--- config.mk ---
export PLATFORM = sky130hd
export DESIGN_NAME = encoder_counter_seven_seg_mux
export DESIGN_NICKNAME = d
export VERILOG_FILES = /design/src/design/ecssm_pkg.sv /design/src/design/encoder_counter_seven_seg_mux.sv /design/src/design/ecssm_digit_split.sv
export VERILOG_INCLUDE_DIRS = /design/src /design/src/design
export SDC_FILE = /design/constraint.sdc
export NUM_CORES = 1
export LEC_CHECK = 0
export BUFFER_PORTS_ARGS = -buffer_cell sky130_fd_sc_hd__buf_2
export CORE_MARGIN = 8
export CORE_UTILIZATION = 61
export DETAILED_ROUTE_END_ITERATION = 10
export GPL_TIMING_DRIVEN = 0
export HOLD_SLACK_MARGIN = 0.1
export PLACE_DENSITY_LB_ADDON = 0.08
export SLEW_MARGIN = 15
export SYNTH_ARGS = -nofsm -noshare
export SYNTH_HDL_FRONTEND = slang
export SYNTH_SLANG_ARGS = --single-unit
--- constraint.sdc ---
create_clock -name clk -period 7 [get_ports clk]
set_input_delay 0.35 -clock clk [delete_from_list [all_inputs] [get_ports clk]]
set_output_delay 0.35 -clock clk [all_outputs]
set_load 0.01 [all_outputs]
--- src/design/encoder_counter_seven_seg_mux_defines.svh ---
// Assertion macros shared by the encoder counter RTL.
// Expects clk and rst_n in scope at the point of use; no other dependencies.
`ifndef ENCODER_COUNTER_SEVEN_SEG_MUX_DEFINES_SVH
`define ENCODER_COUNTER_SEVEN_SEG_MUX_DEFINES_SVH

`ifndef SYNTH
`define ECSSM_ASSERT(label, prop) \
    label: assert property (@(posedge clk) disable iff (!rst_n) prop) \
        else $error("ecssm assertion failed");
`define ECSSM_NEVER(label, expr) \
    `ECSSM_ASSERT(label, !(expr))
`else
`define ECSSM_ASSERT(label, prop)
`define ECSSM_NEVER(label, expr)
`endif

`endif

--- src/design/ecssm_pkg.sv ---
// Shared types, constants and lookup tables for the encoder counter display.
// No dependencies.
package ecssm_pkg;

    typedef enum logic [1:0] {
        FUNC_STEP  = 2'd0,
        FUNC_PRESS = 2'd1,
        FUNC_TICK  = 2'd2
    } func_t;

    localparam int unsigned COUNT_W = 7;
    localparam int unsigned POS_W   = 4;
    localparam int unsigned DIGIT_W = 4;
    localparam int unsigned SEG_W   = 7;

    localparam logic [COUNT_W-1:0] COUNT_MAX_RESET = 7'd99;
    localparam logic [POS_W-1:0]   SNAKE_LAST      = 4'd11;
    localparam logic [SEG_W-1:0]   SEG_ALL         = 7'h7F;

    // Reciprocal of ten, exact for every 7-bit value.
    localparam logic [7:0]  DIV10_MUL   = 8'd205;
    localparam int unsigned DIV10_SHIFT = 11;
    localparam int unsigned PROD_W      = COUNT_W + 8;

    function automatic logic [SEG_W-1:0] digit_font(input logic [DIGIT_W-1:0] d);
        logic [SEG_W-1:0] seg;
        case (d)
            4'd0:    seg = 7'h3F;
            4'd1:    seg = 7'h06;
            4'd2:    seg = 7'h5B;
            4'd3:    seg = 7'h4F;
            4'd4:    seg = 7'h66;
            4'd5:    seg = 7'h6D;
            4'd6:    seg = 7'h7D;
            4'd7:    seg = 7'h07;
            4'd8:    seg = 7'h7F;
            4'd9:    seg = 7'h6F;
            default: seg = 7'h00;
        endcase
        return seg;
    endfunction

    function automatic logic [SEG_W-1:0] snake_seg(input logic [POS_W-1:0] p);
        logic [SEG_W-1:0] seg;
        case (p)
            4'd0, 4'd1:   seg = 7'h01;
            4'd2, 4'd6:   seg = 7'h20;
            4'd3, 4'd5:   seg = 7'h10;
            4'd4, 4'd9:   seg = 7'h08;
            4'd7, 4'd11:  seg = 7'h02;
            4'd8, 4'd10:  seg = 7'h04;
            default:      seg = 7'h00;
        endcase
        return seg;
    endfunction

    function automatic logic snake_on_tens(input logic [POS_W-1:0] p);
        logic on_tens;
        case (p)
            4'd1, 4'd2, 4'd3, 4'd4, 4'd7, 4'd8: on_tens = 1'b1;
            default:                            on_tens = 1'b0;
        endcase
        return on_tens;
    endfunction

endpackage

--- src/design/encoder_counter_seven_seg_mux.sv ---
// Encoder counter with a two-digit multiplexed seven-segment display, top level.
// Depends on ecssm_pkg, ecssm_digit_split and the assertion macro header.
//
//   channel | direction | handshake             | word
//   in      | to block  | in_valid / in_ready   | func, dt_level
//   out     | from block| out_valid / out_ready | segments, selects, count, position, mode
//   cfg     | to block  | cfg_valid / cfg_ready | cfg_data (count_max)
//
// One word per cycle while in_ready is high: the event updates state in the cycle it is
// accepted and its result word is loaded into the output register at the same clock edge.
// in_ready drops only while the output register is full and out_ready is low.
// cfg_ready is always high. Reset brings count_max to 99, all segments lit,
// tens select low and units select high, number mode.
`include "encoder_counter_seven_seg_mux_defines.svh"

module encoder_counter_seven_seg_mux (
    input  logic                          clk,
    input  logic                          rst_n,
    input  logic                          in_valid,
    output logic                          in_ready,
    input  logic [1:0]                    func,
    input  logic                          dt_level,
    output logic                          out_valid,
    input  logic                          out_ready,
    output logic [ecssm_pkg::SEG_W-1:0]   segments,
    output logic                          tens_select_n,
    output logic                          units_select_n,
    output logic [ecssm_pkg::COUNT_W-1:0] count_value,
    output logic [ecssm_pkg::POS_W-1:0]   snake_position,
    output logic                          snake_mode,
    input  logic                          cfg_valid,
    output logic                          cfg_ready,
    input  logic [ecssm_pkg::COUNT_W-1:0] cfg_data
);
    import ecssm_pkg::*;

    logic [COUNT_W-1:0] count_max_reg;
    logic [COUNT_W-1:0] count_reg,     count_next;
    logic [POS_W-1:0]   snake_pos_reg, snake_pos_next;
    logic               mode_reg,      mode_next;
    logic [SEG_W-1:0]   segment_reg,   segment_next;
    logic               tens_sel_reg,  tens_sel_next;
    logic               units_sel_reg, units_sel_next;

    logic               out_valid_reg, out_valid_next;
    logic [SEG_W-1:0]   out_seg_reg;
    logic               out_tens_reg;
    logic               out_units_reg;
    logic [COUNT_W-1:0] out_count_reg;
    logic [POS_W-1:0]   out_pos_reg;
    logic               out_mode_reg;

    logic               in_fire;
    logic [DIGIT_W-1:0] tens_digit;
    logic [DIGIT_W-1:0] units_digit;

    ecssm_digit_split u_digit_split (
        .value (count_reg),
        .tens  (tens_digit),
        .units (units_digit)
    );

    assign in_ready  = !out_valid_reg || out_ready;
    assign in_fire   = in_valid && in_ready;
    assign cfg_ready = 1'b1;

    always_comb
    begin
        count_next     = count_reg;
        snake_pos_next = snake_pos_reg;
        mode_next      = mode_reg;
        segment_next   = segment_reg;
        tens_sel_next  = tens_sel_reg;
        units_sel_next = units_sel_reg;
        case (func_t'(func))
            FUNC_STEP:
            begin
                if (!mode_reg)
                begin
                    if (dt_level)
                    begin
                        if (count_reg < count_max_reg)
                            count_next = count_reg + 1'b1;
                    end
                    else if (count_reg != '0)
                        count_next = count_reg - 1'b1;
                end
                else if (dt_level)
                    snake_pos_next = (snake_pos_reg >= SNAKE_LAST) ? '0
                                                                   : snake_pos_reg + 1'b1;
                else
                    snake_pos_next = (snake_pos_reg == '0 || snake_pos_reg > SNAKE_LAST)
                                     ? SNAKE_LAST : snake_pos_reg - 1'b1;
            end
            FUNC_PRESS:
                mode_next = !mode_reg;
            FUNC_TICK:
            begin
                if (!mode_reg)
                begin
                    if (tens_sel_reg || units_sel_reg)
                    begin
                        segment_next   = digit_font(tens_sel_reg ? tens_digit : units_digit);
                        tens_sel_next  = !tens_sel_reg;
                        units_sel_next = !units_sel_reg;
                    end
                end
                else if (snake_pos_reg <= SNAKE_LAST)
                begin
                    segment_next   = snake_seg(snake_pos_reg);
                    tens_sel_next  = !snake_on_tens(snake_pos_reg);
                    units_sel_next = snake_on_tens(snake_pos_reg);
                end
            end
            default: ;
        endcase
    end

    always_comb
    begin
        out_valid_next = out_valid_reg;
        if (in_fire)
            out_valid_next = 1'b1;
        else if (out_ready)
            out_valid_next = 1'b0;
    end

    always_ff @(posedge clk or negedge rst_n)
    begin
        if (!rst_n)
        begin
            count_max_reg <= COUNT_MAX_RESET;
            count_reg     <= '0;
            snake_pos_reg <= '0;
            mode_reg      <= 1'b0;
            segment_reg   <= SEG_ALL;
            tens_sel_reg  <= 1'b0;
            units_sel_reg <= 1'b1;
            out_valid_reg <= 1'b0;
        end
        else
        begin
            out_valid_reg <= out_valid_next;
            if (cfg_valid && cfg_ready)
                count_max_reg <= cfg_data;
            if (in_fire)
            begin
                count_reg     <= count_next;
                snake_pos_reg <= snake_pos_next;
                mode_reg      <= mode_next;
                segment_reg   <= segment_next;
                tens_sel_reg  <= tens_sel_next;
                units_sel_reg <= units_sel_next;
            end
        end
    end

    always_ff @(posedge clk)
    begin
        if (in_fire)
        begin
            out_seg_reg   <= segment_next;
            out_tens_reg  <= tens_sel_next;
            out_units_reg <= units_sel_next;
            out_count_reg <= count_next;
            out_pos_reg   <= snake_pos_next;
            out_mode_reg  <= mode_next;
        end
    end

    assign out_valid      = out_valid_reg;
    assign segments       = out_seg_reg;
    assign tens_select_n  = out_tens_reg;
    assign units_select_n = out_units_reg;
    assign count_value    = out_count_reg;
    assign snake_position = out_pos_reg;
    assign snake_mode     = out_mode_reg;

    `ECSSM_NEVER(a_pos_in_range, snake_pos_reg > SNAKE_LAST)
    `ECSSM_NEVER(a_selects_differ, tens_sel_reg == units_sel_reg)
    `ECSSM_ASSERT(a_fire_gives_word, in_fire |=> out_valid)
    `ECSSM_ASSERT(a_press_toggles,
        in_fire && func == FUNC_PRESS |=> mode_reg != $past(mode_reg))
    `ECSSM_ASSERT(a_up_step,
        in_fire && func == FUNC_STEP && !mode_reg && dt_level && count_reg < count_max_reg
        |=> count_reg == $past(count_reg) + 1'b1)

endmodule

--- src/design/ecssm_digit_split.sv ---
// Splits the count into its tens and units digits by reciprocal multiply.
// Depends on ecssm_pkg.
module ecssm_digit_split (
    input  logic [ecssm_pkg::COUNT_W-1:0] value,
    output logic [ecssm_pkg::DIGIT_W-1:0] tens,
    output logic [ecssm_pkg::DIGIT_W-1:0] units
);
    import ecssm_pkg::*;

    logic [PROD_W-1:0]  prod;
    logic [COUNT_W-1:0] tens_x10;
    logic [COUNT_W-1:0] rem;

    assign prod     = PROD_W'(value) * PROD_W'(DIV10_MUL);
    assign tens     = prod[DIV10_SHIFT +: DIGIT_W];
    assign tens_x10 = COUNT_W'({tens, 3'b000}) + COUNT_W'({tens, 1'b0});
    assign rem      = value - tens_x10;
    assign units    = rem[DIGIT_W-1:0];

endmodule
==> metrics.md <==
| Metric | Value |
|---|---|
| Outcome | finished clean |
| Synth Net Count | about 550 |
| Initial antenna violation count | 0 |
| Vertical die dimension | 99.4 um |
| Cell types occupying the most area after synthesis | ha_1, edfxtp_1, dfrtp_1 |
| Num ports | 39 |
| Worst slew pin tran | ~850 ps |
| Die Wd | a little under 100 um |
| HP Class | in2async |
| Setup Total Neg Slack | 0 ps |
| Post-route DRC | 0 |
| Top cell type's share of synthesized area | 18.6% |
| Avg Cell Area, Syn | between 9 and 10 sq um |
| Cell with the most instances after synthesis | ha_1 |
| Share of cells above drive strength 1 | a little over an eighth |
| Critical Path RT | about 7000 ps |
| Starting DRC count in detailed routing | approximately 220 |
| Final GP Congestion | 0.887 |
| Largest clock skew in the final design | between 10 and 15 ps |
| Global-route wire length before repair | ~16000 um |
| Die footprint | between 9000 and 10000 sq um |
| Area used by multi-input combinational logic | ~2600 sq um |
| Mapped Area | ~4200 sq um |
| Cell Chain, Critical Path | inv_1 > ha_1 > fa_1 > fa_1 > ha_1 > ha_1 > nand3_1 > a211o_1 > a32oi_1 > xor2_1 > ha_1 > xor2_1 > nor2_1 > a31oi_1 > nand3_1 > a211oi_2 > mux2i_1 > a21oi_1 > nand2_1 > a31oi_1 |
| Rel. slew slack | between 40 and 50% |
| WL per Instance | 16.4 um |
| Cell count after synthesis | between 400 and 500 |
| Family with the most delay on the worst path | adder cells |
| Resized cells post-CTS | 0 |
| Nature of the critical path endpoint | flip-flop |
| Element type at the critical path start | flip-flop |
| Worst R2R Setup Slack | a little over 800 ps |
| Unique cell type count in the Yosys netlist | 60 |
| Max stage delay on crit path | 680 ps |
| DRT antenna net count | 0 |
| Post-CTS Setup Inserts | 0 |
| Clock latency of the later-clocked register in the worst-skew pair | a little over 300 ps |
| Minimum period implied by the final worst setup slack | 6170 ps |
| Routed WL | between 9000 and 10000 um |
| Flop and latch count out of synthesis | 50 |
| Hold violation total from the final report | 0 |
| Signed area change from the synthesized netlist to the final layout | 8.98% |
| Asr flop ratio synth | 58.0% |
| Setup repair after global routing missed its margin | false |
| Classification of the worst setup path | reg2reg |
| Pre-antenna DRT Iters | 4 |
| Share of the cycle needed by the critical path after routing | between 80% and 90% |
| Initial core utilization | 62.7% |
| Vias in the first global route | 3397 |
| Via count of the routed design | about 3500 |
| Number of antenna diodes | 0 |
| Area taken by flip-flops and latches | 1370 sq um |
| Critical path fanouts, max | 11 |
| Total clock buffers created by CTS | 5 |
| Total congestion overflow after global routing | 0 |
| Setup-violating endpoint count in the final report | 0 |
| Layout fillers | around 580 |
| Crit path buf inv count | 1 |
| Total number of nets in the final design | roughly 600 |
| Std-Cell Rows | 30 |
| CTS HTree Levels | 2 |
| Post-synth top cells | ha_1, nor2_1, nand2_1, inv_1, a21oi_1 |
| Overall routing resource usage | about 20% |
| CTS tree | done |
| Number of buffers between clock root and the deepest sink | 2 |
| Post-DP HPWL | between 7000 and 8000 um |
| Clk slew on worst S/H paths | 110 ps |
| Top FF cell, synth | edfxtp_1 |
| Count of synthesis-stage warnings from yosys | 0 |
| Arrival time worst endpoint | 6320 ps |
| Clock root buffer | clkbuf_8 |
| Number of vias per cell after detailed routing | about 6 |
| PortBufs | 37 |
| Maximum clock rate | ~160 MHz |
| Sequential-to-total area share from yosys stat | about 32% |
| Core area | 6760 sq um |
| Number of maximum-capacitance constraint violations | 0 |
| Slowest CP cell | dfrtp_1 |
| Count of pins over their slew limit | 0 |
| Post-cts hold buffer count | 0 |
| Post-synth EDFFs | 21 |
| Area leader, netlist | ha_1 |
| Largest net degree at the start of global routing | 31 |
| Clock tree sinks | 50 |
| Crit path top cell by count | ha_1 |
## path summary, 6_finish.rpt
| path | cells after the start | start | end |
|---|---|---|---|
| min | 1 | rst_n | count_max_reg[2] |
| max reg2reg | 20 | count_reg[1] | segments[2] |
| min in group clk | 3 | cfg_data[1] | count_max_reg[1] |
| max in group asynchronous | 1 | rst_n | count_reg[4] |
| max | 20 | count_reg[1] | segments[2] |
| min reg2reg | 2 | segment_reg[0] | segment_reg[0] |
## cell usage in the layout, fill, tap and decap left out, types with 4 or more instances in the layout
master and n:
ha_1 63, nor2_1 51, nand2_1 50, inv_1 39, buf_2 37, a21oi_1 27, o21ai_0 25, edfxtp_1 21
dfrtp_1 17, xnor2_1 14, a31oi_1 13, dfstp_2 12, clkbuf_1 11, nand3_1 11, nand2b_1 10, fa_1 8
a21o_1 7, mux2i_1 7, nand4_1 5, xor2_1 5, clkbuf_8 5, nor3_1 4, o22ai_1 4, o211ai_1 4
o21ai_1 4
## routing by layer
layer  track usage (%)  share of wire, %
met3              3.56               6.0
met5                 0                 0
met2              33.3                48
met1              26.5                45
met4              3.96              0.84
## per-stage QoR
stage / area [sq um] / hold slack (ps) / cells / utilization [%] / worst slack (ps)
after CTS: 4620 / 100 / 592 / 68.4 / 888
after floorplan: 4240 / 54.4 / 467 / - / 1810
after detailed placement: 4520 / 439 / 584 / 67.0 / 926
after global routing: 4620 / 131 / 592 / 68.4 / 362
after global placement: 4520 / 429 / 584 / 66.9 / 1030
final: 4620 / 72.4 / 592 / 68.4 / 827
## cell families after synthesis
family / after synthesis / share of synthesized area [%]
mux: 9 / 2.45
compound gates: 116 / 18.0
fa+ha+maj: 71 / 22.4
xor+xnor: 21 / 4.84
flops: 50 / 32.4
other cells: 1 / 0.0885
simple gates: 143 / 14.8
buf+inv: 56 / 5.14
## area by class of cell
cell class                 instances  area share [%]
tap                               80            2.17
timing repair buffer              37            4.01
buffer                            16            1.49
multi-input combinational        361            57.4
clock buffer                       5            1.49
clock inverter                     3           0.542
inverter                          40            3.25
sequential                        50            29.7
Power is left out: the tool's default activity adds up to more than one toggle a clock period on the data nets, which glitch-free logic cannot reach.
